$ cat src/hlv_pkg.sv
// Shared types, character constants and character class functions for the host name label validator.
`default_nettype none

package hlv_pkg;

   typedef logic [7:0] byte_type;
   typedef logic [6:0] label_size_type;
   typedef logic [8:0] name_len_type;

   localparam byte_type CHAR_DOT    = 8'h2e;
   localparam byte_type CHAR_HYPHEN = 8'h2d;
   localparam byte_type CHAR_SPACE  = 8'h20;
   localparam byte_type CHAR_DEL    = 8'h7f;
   localparam byte_type CHAR_HIGH   = 8'h80;

   function automatic logic is_alnum(input byte_type b);
      logic result;
      begin
         result = (b inside {[8'h30:8'h39], [8'h41:8'h5a], [8'h61:8'h7a]});
         return result;
      end
   endfunction

   function automatic logic is_rejected(input byte_type b);
      logic result;
      begin
         result = (b >= CHAR_HIGH) || (b <= CHAR_SPACE) || (b == CHAR_DEL);
         return result;
      end
   endfunction

endpackage

`default_nettype wire

$ cat src/hostname_label_validator_unit.sv
// Host name label validator: one name byte per word in, one verdict per name out.
//
// Usage:
//   The req channel carries one word per unstalled cycle: req_name_byte,
//   req_last_byte and req_empty_name. A word is taken when req_valid is high
//   and req_stall is low. The word with req_last_byte set closes the name; one
//   rsp word then carries rsp_name_valid (1 for a valid LDH host name). Other
//   words give no response. A closing word's verdict passes through the input
//   register, then the result register.
//   Throughput: one word per cycle unless a closing word waits on rsp_stall;
//   the label/name state update between the two registers is combinational.
//   When rsp_stall holds a verdict, the input stage keeps taking non-closing
//   words; a closing word waits in the input register until the result
//   register frees up, and req_stall rises while it waits.
//   Reset (synchronous, active high) drops both registers and clears all
//   label and name state. State also clears after every verdict.
`default_nettype none

module hostname_label_validator_unit #(
   parameter int MAX_NAME_LEN  = 255,
   parameter int MAX_LABEL_LEN = 63
) (
   input  wire logic              clock,
   input  wire logic              reset,
   input  wire logic              req_valid,
   output logic                   req_stall,
   input  wire hlv_pkg::byte_type req_name_byte,
   input  wire logic              req_last_byte,
   input  wire logic              req_empty_name,
   output logic                   rsp_valid,
   input  wire logic              rsp_stall,
   output logic                   rsp_name_valid
);
   import hlv_pkg::*;

   localparam label_size_type LabelMax = label_size_type'(MAX_LABEL_LEN);
   localparam label_size_type LabelSat = label_size_type'(MAX_LABEL_LEN + 1);
   localparam name_len_type   NameMax  = name_len_type'(MAX_NAME_LEN);
   localparam name_len_type   NameSat  = name_len_type'(MAX_NAME_LEN + 1);

   logic           in_valid_ff, in_valid_in;
   byte_type       in_byte_ff;
   logic           in_last_ff;
   logic           in_empty_ff;

   label_size_type label_size_ff, label_size_in;
   logic           has_char_ff, has_char_in;
   logic           ends_hyph_ff, ends_hyph_in;
   name_len_type   name_len_ff, name_len_in;
   logic           failed_ff, failed_in;

   logic           rsp_valid_ff, rsp_valid_in;
   logic           rsp_name_valid_ff, rsp_name_valid_in;

   logic           out_free;
   logic           in_move;
   logic           take_req;

   label_size_type n_label_size;
   logic           n_has_char;
   logic           n_ends_hyph;
   name_len_type   n_name_len;
   logic           n_failed;
   logic           label_good;
   label_size_type label_bump;
   logic           verdict;

   assign out_free  = !rsp_valid_ff || !rsp_stall;
   assign in_move   = in_valid_ff && (!in_last_ff || out_free);
   assign req_stall = in_valid_ff && !in_move;
   assign take_req  = req_valid && !req_stall;

   assign label_good = has_char_ff && !ends_hyph_ff && (label_size_ff <= LabelMax);
   assign label_bump = (label_size_ff < LabelSat) ? label_size_ff + 7'd1 : label_size_ff;

   always_comb begin
      n_label_size = label_size_ff;
      n_has_char   = has_char_ff;
      n_ends_hyph  = ends_hyph_ff;
      n_name_len   = name_len_ff;
      n_failed     = failed_ff;
      if (in_empty_ff) begin
         n_failed = 1'b1;
      end else begin
         if (name_len_ff < NameSat) begin
            n_name_len = name_len_ff + 9'd1;
         end
         if (!failed_ff) begin
            if (is_rejected(in_byte_ff)) begin
               n_failed = 1'b1;
            end else if (in_byte_ff == CHAR_DOT) begin
               if (label_good) begin
                  n_label_size = '0;
                  n_has_char   = 1'b0;
                  n_ends_hyph  = 1'b0;
               end else begin
                  n_failed = 1'b1;
               end
            end else if (is_alnum(in_byte_ff)) begin
               n_label_size = label_bump;
               n_has_char   = 1'b1;
               n_ends_hyph  = 1'b0;
            end else if (in_byte_ff == CHAR_HYPHEN) begin
               if (!has_char_ff) begin
                  n_failed = 1'b1;
               end else begin
                  n_label_size = label_bump;
                  n_ends_hyph  = 1'b1;
               end
            end else begin
               n_failed = 1'b1;
            end
         end
      end
      verdict = !n_failed && (n_name_len <= NameMax) && n_has_char && !n_ends_hyph &&
                (n_label_size <= LabelMax);
   end

   always_comb begin
      in_valid_in   = take_req ? 1'b1 : (in_move ? 1'b0 : in_valid_ff);
      label_size_in = label_size_ff;
      has_char_in   = has_char_ff;
      ends_hyph_in  = ends_hyph_ff;
      name_len_in   = name_len_ff;
      failed_in     = failed_ff;
      if (in_move) begin
         if (in_last_ff) begin
            label_size_in = '0;
            has_char_in   = 1'b0;
            ends_hyph_in  = 1'b0;
            name_len_in   = '0;
            failed_in     = 1'b0;
         end else begin
            label_size_in = n_label_size;
            has_char_in   = n_has_char;
            ends_hyph_in  = n_ends_hyph;
            name_len_in   = n_name_len;
            failed_in     = n_failed;
         end
      end
      rsp_valid_in      = rsp_valid_ff;
      rsp_name_valid_in = rsp_name_valid_ff;
      if (out_free) begin
         rsp_valid_in = in_move && in_last_ff;
         if (in_move && in_last_ff) begin
            rsp_name_valid_in = verdict;
         end
      end
   end

   always_ff @(posedge clock) begin
      if (reset) begin
         in_valid_ff   <= 1'b0;
         label_size_ff <= '0;
         has_char_ff   <= 1'b0;
         ends_hyph_ff  <= 1'b0;
         name_len_ff   <= '0;
         failed_ff     <= 1'b0;
         rsp_valid_ff  <= 1'b0;
      end else begin
         in_valid_ff   <= in_valid_in;
         label_size_ff <= label_size_in;
         has_char_ff   <= has_char_in;
         ends_hyph_ff  <= ends_hyph_in;
         name_len_ff   <= name_len_in;
         failed_ff     <= failed_in;
         rsp_valid_ff  <= rsp_valid_in;
      end
   end

   // hold payload while the input register is occupied
   always_ff @(posedge clock) begin
      if (take_req) begin
         in_byte_ff  <= req_name_byte;
         in_last_ff  <= req_last_byte;
         in_empty_ff <= req_empty_name;
      end
      rsp_name_valid_ff <= rsp_name_valid_in;
   end

   assign rsp_valid      = rsp_valid_ff;
   assign rsp_name_valid = rsp_name_valid_ff;

endmodule

`default_nettype wire

$ cat config.mk
export PLATFORM = sky130hd
export DESIGN_NAME = hostname_label_validator_unit
export DESIGN_NICKNAME = d
export VERILOG_FILES = /design/src/hlv_pkg.sv /design/src/hostname_label_validator_unit.sv
export SDC_FILE = /design/constraint.sdc
export NUM_CORES = 1
export LEC_CHECK = 0
export BUFFER_PORTS_ARGS = -buffer_cell sky130_fd_sc_hd__buf_2
export CAP_MARGIN = 15
export CORE_AREA = 4 4 72 74
export DETAILED_ROUTE_END_ITERATION = 10
export DIE_AREA = 0 0 76 78
export HOLD_SLACK_MARGIN = 0.08
export PLACE_DENSITY_LB_ADDON = 0.1
export SLEW_MARGIN = 20
export SYNTH_ARGS = -nofsm -noshare
export SYNTH_HDL_FRONTEND = slang
export SYNTH_SLANG_ARGS = --single-unit
$ cat constraint.sdc
create_clock -name clock -period 3.4 [get_ports clock]
set_clock_uncertainty 0.15 [all_clocks]
set_input_delay 0.85 -clock clock [delete_from_list [all_inputs] [get_ports clock]]
set_output_delay 0.85 -clock clock [all_outputs]
set_load 0.03 [all_outputs]
==> results of run 1 <==
## cells in the mapped netlist (2+ instances only)
library cell / number
xor2_1: 3
nand2_1: 12
nor2_1: 16
nor3_1: 5
ha_1: 2
and2_1: 3
edfxtp_1: 11
nand2b_1: 4
a41oi_1: 2
a22oi_1: 2
o21ai_0: 4
inv_1: 3
and3_1: 3
a31oi_1: 4
a21oi_1: 7
nor2b_1: 2
clkbuf_1: 2
or2_2: 2
nand3_1: 12
a211oi_1: 3
or3_1: 3
nand4_1: 4
xnor2_1: 2
dfxtp_1: 21
## flip-flops by register name, summed over array words and instances, names as in the netlist
register,count
has_char_ff,1
ends_hyph_ff,1
label_size_ff,7
in_last_ff,1
in_valid_ff,1
name_len_ff,9
failed_ff,1
rsp_valid,1
in_byte_ff,8
in_empty_ff,1
rsp_name_valid,1
## layer usage
metal  vias to the layer above  track usage, %  wire length (µm)
met3                         6            3.60               132
li1                        636               -                 -
met2                        22            17.7              1410
met5                         -               0                 0
met4                         0            3.91                42
met1                       578            15.6              1630
## where the power goes
group          leakage (nW)  total, mW  internal [mW]  switching (mW)
Sequential            0.276      0.416          0.407         0.00962
Combinational         0.285     0.0502         0.0202          0.0301
Clock                0.0515      0.320          0.185           0.135
Total                 0.612      0.787          0.612           0.175
## path summary, 6_finish.rpt
| check | slack, ps | end | cells after the start |
|---|---|---|---|
| worst min-delay path | 320 | label_size_ff[4] | 2 |
| worst max-delay path | 930 | rsp_name_valid | 6 |
| worst min register to register | 320 | label_size_ff[4] | 2 |
| worst max register to register | 930 | rsp_name_valid | 6 |
## kinds of logic after synthesis
| logic type | synth area share [%] |
|---|---|
| AND/OR/NAND/NOR | 28.3 |
| AO/OA/AOI/OAI | 16.5 |
| flip-flops | 48.9 |
| XOR/XNOR | 2.85 |
| buffers and inverters | 1.22 |
| adder cells (fa/ha/maj) | 1.63 |
| multiplexers | 0.651 |
## worst max-delay path: cells and delay by family (launching register included)
| kind | cells | cell delay, ps |
|---|---|---|
| and+or+nand+nor | 4 | 930 |
| AOI/OAI and AO/OA | 2 | 710 |
| DFF | 1 | 450 |
## stage by stage
stage                     instance area (µm²)  utilization (%)  setup WS, ps
after floorplan                          1540                -           989
after global placement                   1680             36.5           838
after detailed placement                 1680             36.5           735
after CTS                                1780             38.6           951
after global routing                     1780             38.6           749
final                                    1780             38.6           925
## layout by cell type (no fill, tap or decap), drive strengths merged, types with 2 or more instances in the layout
cell type,synthesis,layout
ha,2,2
nor2b,2,2
a41oi,2,2
nor3,7,7
xor2,3,3
nand3,12,12
buf,0,16
o21ai,4,4
or3,3,3
nand2,13,13
clkbuf,2,8
dfxtp,21,21
a31oi,4,4
nor4,2,2
a22oi,2,2
nand4,4,4
edfxtp,11,11
and3,3,3
a211oi,3,3
nand2b,4,4
inv,3,3
a21oi,8,8
xnor2,2,2
and2,3,3
nor2,16,16
or2,2,2
## final cells by class
type	count	area share [%]
clock buffers	8	5.63
inverters	3	0.634
multi-input cells	120	43.2
flip-flops and latches	32	42.3
well taps	54	3.80
repair buffers	16	4.51
==> impl_results.md, run 1 <==
- Status: finished, final reports clean
- CP cell instances: nor4b_2 -> nand4bb_1 -> a2111oi_0 -> a2bb2oi_1 -> nand2b_1 -> nor4_1
- Root Driver: clkbuf_8
- # rows: 25
- Avg Cell Area, Syn: 9.79 µm²
- Final Max Slew Viols: 0
- Post-Syn Instances: 157
- Clock Tree Buf Depth: 2
- Critical path's largest stage delay: 520 ps
- Iteration-0 DRC Markers: 53
- Dpl cells: 225
- Area Overhead vs Synth: 15.6%
- Post_cts resized: 0
- Data required, critical path: 3270 ps
- Number of CTS-inserted buffers: 5
- Total GRT Usage: 11.6%
- Post-synthesis sequential area ratio: 48.9%
- Synth area leader: dfxtp_1
- Storage cell area: 751 µm²
- Die footprint: 5930 µm²
- # nets final: 194
- Initial antenna violation count: 0
- Power per Cell Area: 443 nW/µm²
- DRT Wirelength: 3210 µm
- Post-route ant nets: 0
- Area of the multi-input gates: 767 µm²
- CP max FO: 5
- Total Power Consumption: 0.787 mW
- CTS tree: built
- Final Hold Fails: 0
- CTS sink cnt: 32
- Die Span Y: 78 µm
- Max Cap Viol: 0
- Initial DRT Pass Iterations: 4
- Routed vias: 1242
- Port buffer count: 16
- Most area-consuming cells after synthesis: dfxtp_1, edfxtp_1, nand3_1
- Worst endpoint data arrival time: 2350 ps
- Chip Width: 76 µm
- Ys flop type: dfxtp_1
- Unrepaired setup endpoints after global routing: no
- Crit start category: register
- Vias in the first global route: 1273
- Peak supply drop: 0.000253 V
- Final cell count without fillers: 233
- Leakage dissipation: 0.612 nW
- Post-CTS Setup Bufs: 0
- Detailed placer's ending HPWL: 2380 µm
- Tcrit/Tclk final: 72.8%
- Post-Syn Area: 1540 µm²
- Top cell type's share of synthesized area: 27.4%
- Nature of the critical path endpoint: register
- Flip-flop and latch count after synthesis: 32
- I/O pin cnt: 17
- Overflow after GRT: 0
- FMAX: 404 MHz
- Drt drc: 0
- Antenna Cells: 0
- # fillers: 468
- First-pass GRT wire length: 5710 µm
- Initial Utilization: 33.4%
- Fin crit period: 2470 ps
- HP Class: reg2reg
- Worst Hold Margin: 324 ps
- Slew HR: 44.8%
- Hold Buf Count CTS: 0
- Number of enable flip-flop cells after synthesis: 11
- Share of cells above drive strength 1: 19.0%
- Syn Nets: 173
- Fin Setup TNS: 0 ps
- Hold Path Origin: label_size_ff[4]
- Worst-margin pin slew: 827 ps
- Worst r2r src: in_byte_ff[4]
- Routability Congestion: 0.831
- Largest net degree at the start of global routing: 14
- Routed length per instance: 13.8 µm
- Reg clk slew, reported paths: 70 ps
- H-tree levels: 2
- Synth warn: 0
- Slowest cell on crit path: nor4b_2
- WS Path Type: reg2reg
- Final setup vio count: 0
- Core area: 4600 µm²
- Netlist cell types: 49
- Ys async rst share: 0%
- Worst setup startpoint: in_byte_ff[4]
- Worst skew pair latency: 280 ps
- Number of vias per cell: 5.33
(Power assumes the default switching activity.)
==> run 2, diff against run 1 <==
==> constraint.sdc (replaced) <==
create_clock -name clock -period 2.15 [get_ports clock]
set_clock_uncertainty 0.15 [all_clocks]
set_input_delay 0.5375 -clock clock [delete_from_list [all_inputs] [get_ports clock]]
set_output_delay 0.5375 -clock clock [all_outputs]
set_load 0.03 [all_outputs]
==> run 2 against run 1 <==
- the flow now finishes with violations (negative setup slack)
- maximum frequency is 11% higher
- wire length grew 12%
- design area up 16%
- sequential power increased by 59%
- register-to-register slack worse by 1000 ps
- utilization rose by 6.0 points
- non-clock buffer count grew 18
- power grew 73%
- clock power is 85% higher
- cell count rose by 7.7%
- highest routed layer unchanged
==> impl_results.md, run 2 (synthesis gave the netlist of run 1 again) <==
- Vias in the first global route: 1340 (+5.3%)
- Initial antenna violation count: 0 (unchanged)
- Worst-margin pin slew: 387 ps (-440 ps)
- Fin Setup TNS: -137 ps (-137 ps)
- Max Cap Viol: 0 (unchanged)
- Port buffer count: 16 (unchanged)
- Clock power frac: 43.5% (+2.8 points)
- Violated checks: negative setup slack
- Routed vias: 1346 (+8.4%)
- Number of CTS-inserted buffers: 5 (unchanged)
- Nature of the critical path endpoint: register
- First-pass GRT wire length: 6100 µm (+6.8%)
- Number of vias per cell: 5.36 (+0.60%)
- Share of cells above drive strength 1: 34.0% (+15 points)
- Initial DRT Pass Iterations: 4 (unchanged)
- Die footprint: 5930 µm² (unchanged)
- Chip Width: 76 µm (unchanged)
- Peak supply drop: 0.000391 V (+54%)
- # nets final: 212 (+9.3%)
- Detailed placer's ending HPWL: 2610 µm (+9.6%)
- Antenna Cells: 0 (unchanged)
- Drt drc: 0 (unchanged)
- Total Power Consumption: 1.36 mW (+73%)
- Comb pwr share: 8.0% (+1.6 points)
- Hold Buf Count CTS: 0 (unchanged)
- Reg clk slew, reported paths: 70 ps (about the same)
- Final Max Slew Viols: 0 (unchanged)
- Final worst slack: -74.1 ps (-999 ps)
- Data required, critical path: 2160 ps (-1110 ps)
- Die Span Y: 78 µm (unchanged)
- Sequential power share: 48.5% (-4.4 points)
- # rows: 25 (unchanged)
- R2R Setup Slk: -70 ps (-1000 ps)
- Overflow after GRT: 0 (unchanged)
- Clock Tree Buf Depth: 2 (unchanged)
- Unrepaired setup endpoints after global routing: yes
- Layout Utilization: 44.7% (+6.0 points)
- Fin crit period: 2220 ps (-251 ps)
- Worst endpoint data arrival time: 2240 ps (-110 ps)
- Tcrit/Tclk final: 103% (+31 points)
- Most frequent cells in the layout: dfxtp_1, buf_4, nor2_1, buf_2, nand2_1
- Post-DP Area: 1820 µm² (+8.6%)
- Post-route cell area: 2050 µm² (+16%)
- Routability Congestion: 0.796 (-4.1%)
- CP max FO: 4 (-1)
- DRT Wirelength: 3590 µm (+12%)
- Iteration-0 DRC Markers: 35 (-34%)
- CTS tree: built
- NetSw: 0.305 mW (+74%)
- Initial Utilization: 33.4% (unchanged)
- Final setup vio count: 3 (+3)
- Root Driver: clkbuf_8
- Largest net degree at the start of global routing: 14 (unchanged)
- Status: finished with violations
- Most common cell after layout, fill and taps aside: dfxtp_1
- Total GRT Usage: 12.6% (+0.99 points)
- WS Path Type: reg2reg
- Internal: 1.06 mW (+73%)
- Worst skew pair latency: 290 ps (about the same)
- Most flops, register: name_len_ff
- Routed length per instance: 14.3 µm (+3.6%)
- Largest register FFs: 9 (unchanged)
- Sw Ratio: 22.4% (+0.18 points)
- H-tree levels: 2 (unchanged)
- Area Overhead vs Synth: 33.6%
- Core area: 4600 µm² (unchanged)
- Leakage dissipation: 0.751 nW (+23%)
- Slew HR: 74.1% (+29 points)
- Power per Cell Area: 663 nW/µm² (+50%)
- FMAX: 450 MHz (+11%)
- Crit start category: register
- CTS sink cnt: 32 (unchanged)
- Largest registers: name_len_ff: 9 flops, in_byte_ff: 8 flops, label_size_ff: 7 flops
- HP Class: in2reg
- Final Hold Fails: 0 (unchanged)
- Post-route ant nets: 0 (unchanged)
- I/O pin cnt: 17 (unchanged)
==> run 2: layout make-up <==
| cell class | count | area, µm² |
|---|---|---|
| Fill cell | 436 | 2540 |
| Inverter | 3 | 11.3 |
| Multi-Input combinational cell | 120 | 883 |
| Tap cell | 54 | 67.6 |
| Sequential cell | 32 | 751 |
| Timing Repair Buffer | 34 | 219 |
| Clock buffer | 8 | 121 |
==> run 2: per-stage QoR <==
| stage | cells | hold WS (ps) | setup WS [ps] |
|---|---|---|---|
| floorplan | 157 | 297 | 13.9 |
| global placement | 243 | 310 | -32.9 |
| detailed placement | 243 | 330 | -96.6 |
| CTS | 251 | 264 | -0.600 |
| global route | 251 | 256 | -218 |
| finish | 251 | 273 | -74.1 |
==> run 2: power by group through the flow <==
stage | clock network [mW] | registers [mW] | logic [mW]
2_1_floorplan | 0 | 0.671 | 0.0529
3_3_place_gp | 0 | 0.672 | 0.0974
3_5_place_dp | 0 | 0.673 | 0.0984
4_1_cts | 0.609 | 0.660 | 0.106
5_1_grt | 0.643 | 0.662 | 0.119
6_report | 0.592 | 0.660 | 0.109
==> run 2: worst max-delay path, stage by stage, from the launching register on <==
cell	delay, ps
edfxtp_1	450
nor4b_4	330
buf_4	180
nand4_1	160
a41oi_2	280
buf_4	160
a21oi_1	60
o21ai_0	200
a21oi_1	120
==> run 2: path summary, 6_finish.rpt <==
| path | start | endpoint | depth (start not counted) |
|---|---|---|---|
| hold / removal | req_name_byte[6] | in_byte_ff[6] | 1 |
| hold reg to reg | name_len_ff[7] | name_len_ff[7] | 2 |
| setup reg to reg | in_byte_ff[4] | has_char_ff | 8 |
| setup / recovery | in_byte_ff[4] | has_char_ff | 8 |
==> run 2: repair_timing <==
item,4_1_cts,5_1_grt
gates resized for setup,9,12
setup buffers,0,1
pin swaps,3,9
endpoints found under the setup margin,7,9
gates cloned,0,0
==> run 2: per-layer routing <==
metal	track usage, %	wire (µm)	up-vias
met4	4.80	54	0
li1	-	-	672
met3	3.60	166	7
met1	16.2	1680	635
met5	0	0	-
met2	20.0	1690	32
==> run 3, diff against run 2 <==
--- a/config.mk
+++ b/config.mk
@@ -10,8 +10,11 @@
 export CORE_AREA = 4 4 72 74
 export DETAILED_ROUTE_END_ITERATION = 10
 export DIE_AREA = 0 0 76 78
+export GPL_ROUTABILITY_DRIVEN = 0
 export HOLD_SLACK_MARGIN = 0.08
 export PLACE_DENSITY_LB_ADDON = 0.1
+export RECOVER_POWER = 25
+export SETUP_SLACK_MARGIN = 0.3
 export SLEW_MARGIN = 20
 export SYNTH_ARGS = -nofsm -noshare
 export SYNTH_HDL_FRONTEND = slang
==> run 3 against run 2 <==
- the run still ends with negative setup slack left
- die area stayed put
- via count increased by 2.6%
- design area increased by 2.7%
- worst hold slack better by 4.9 ps
- critical endpoint is now label_size_ff[2]
- global-route usage up 0.98 points
- sequential share of layout area down 0.92 points
- combinational power is 13% higher
==> impl_results.md, run 3 (synthesis gave the netlist of run 1 again) <==
- Most frequent cells in the layout: buf_4, dfxtp_1, buf_2, nor2_1
- Area of the multi-input gates: 925 µm² (+4.7%)
- Power per Cell Area: 588 nW/µm² (-11%)
- Port buffer count: 16 (unchanged)
- Reg clk slew, reported paths: 70 ps (about the same)
- Antenna Cells: 0 (unchanged)
- Detailed placer's ending HPWL: 2700 µm (+3.4%)
- Worst-margin pin slew: 327 ps (-60.0 ps)
- DRT Wirelength: 3740 µm (+4.4%)
- Vias in the first global route: 1451 (+8.3%)
- Die Span Y: 78 µm (unchanged)
- Initial Utilization: 33.4% (unchanged)
- Share of cells above drive strength 1: 39.1% (+5.1 points)
- Fin crit period: 2230 ps (+9.77 ps)
- # fillers: 437 (+0.23%)
- First-pass GRT wire length: 6580 µm (+7.9%)
- GR peak layer: met2
- Drt drc: 0 (unchanged)
- Die footprint: 5930 µm² (unchanged)
- Fin Setup TNS: -85.8 ps (+51.4 ps)
- Peak supply drop: 0.000261 V (-33%)
- Root Driver: clkbuf_8
- Status: finished with violations
- Routed length per instance: 14.6 µm (+2.4%)
- Routed vias: 1381 (+2.6%)
- Final worst slack: -83.9 ps (-9.77 ps)
- Area Overhead vs Synth: 37.3%
- Data required, critical path: 2210 ps (+50 ps)
- Slew HR: 78.0% (+3.9 points)
- Max Cap Viol: 0 (unchanged)
- Met1 Track Usage GR: 15.9% (-0.22 points)
- Total Power Consumption: 1.24 mW (-8.8%)
- Number of vias per cell: 5.39 (+0.60%)
- Most flops, register: name_len_ff
- HP Class: in2reg
- Total GRT Usage: 13.6% (+0.98 points)
- WS Path Type: reg2reg
- Final Max Slew Viols: 0 (unchanged)
- Overflow after GRT: 0 (unchanged)
- Nature of the critical path endpoint: register
- CTS sink cnt: 32 (unchanged)
- FMAX: 448 MHz (-0.44%)
- H-tree levels: 2 (unchanged)
- Leakage dissipation: 0.767 nW (+2.0%)
- Post-route ant nets: 0 (unchanged)
- CTS tree: built
- # rows: 25 (unchanged)
- Storage cell area: 752 µm² (+0.17%)
- Clock Tree Buf Depth: 2 (unchanged)
- Largest register FFs: 9 (unchanged)
- Crit start category: register
- Final setup vio count: 2 (-1)
- Violated checks: negative setup slack
- Initial DRT Pass Iterations: 5 (+1)
- GR Layer Usage met2: 23.1% (+3.1 points)
- Core area: 4600 µm² (unchanged)
- Largest net degree at the start of global routing: 14 (unchanged)
- Worst endpoint data arrival time: 2290 ps (+50 ps)
- Largest registers: name_len_ff: 9 flops, in_byte_ff: 8 flops, label_size_ff: 7 flops
- Tcrit/Tclk final: 104% (+0.45 points)
- Most common cell after layout, fill and taps aside: buf_4
- CP max FO: 6 (+2)
- Unrepaired setup endpoints after global routing: yes
- Iteration-0 DRC Markers: 28 (-20%)
- GRT met3 Usage: 3.48% (-0.12 points)
- Chip Width: 76 µm (unchanged)
- I/O pin cnt: 17 (unchanged)
- Final Hold Fails: 0 (unchanged)
- Worst skew pair latency: 280 ps (about the same)
- # nets final: 217 (+2.4%)
- Number of CTS-inserted buffers: 5 (unchanged)
- Initial antenna violation count: 0 (unchanged)
run 3: timing repair:
item | 4_1_cts | 5_1_grt
setup endpoints to repair | 14 | 15
pin swaps | 14 | 9
gates resized for setup | 17 | 9
gates cloned | 0 | 0
setup buffers | 5 | 5
hold buffers | 0 | 0
run 3: path summary, 6_finish.rpt:
kind | start | to | slack [ps] | cells past startpoint
setup / recovery | in_byte_ff[7] | label_size_ff[2] | -80 | 6
hold / removal | req_empty_name | in_empty_ff | 280 | 1
setup reg to reg | in_byte_ff[7] | label_size_ff[2] | -80 | 6
hold reg to reg | name_len_ff[7] | name_len_ff[7] | 350 | 2
run 3: report_power, final:
part	internal (mW)	leakage [nW]	switching (mW)
combinational	0.0601	0.443	0.0630
clock	0.225	0.0479	0.231
sequential	0.643	0.276	0.0186
total	0.928	0.767	0.313
run 3: routing by layer:
metal | share of wire (%) | up-vias
met2 | 51 | 38
met5 | 0 | -
li1 | - | 681
met1 | 42 | 654
met4 | 1.8 | 0
met3 | 5.2 | 8
run 3: through the flow:
stage	area [µm²]	util (%)	hold slack, ps	setup WS [ps]	instances
floorplan	1590	-	301	26.0	157
global placement	1830	39.8	314	-13.3	238
detailed placement	1830	39.8	331	-79.1	238
CTS	2040	44.4	268	-50.5	251
global route	2110	45.9	254	-176	256
finish	2110	45.9	278	-83.9	256
run 3: layout make-up:
class / count / area share, %
Clock buffer: 5 / 3.26
Clock inverter: 3 / 0.890
Inverter: 3 / 0.534
Multi-Input combinational cell: 120 / 43.8
Sequential cell: 32 / 35.6
Tap cell: 54 / 3.20
Timing Repair Buffer: 39 / 12.6
run 3: critical path, cell delays in order, from the launching register on:
cell,delay (ps)
edfxtp_1,450
o21bai_4,210
or3_4,360
nor3_4,240
nand2_2,90
or4b_1,500
a31oi_1,150
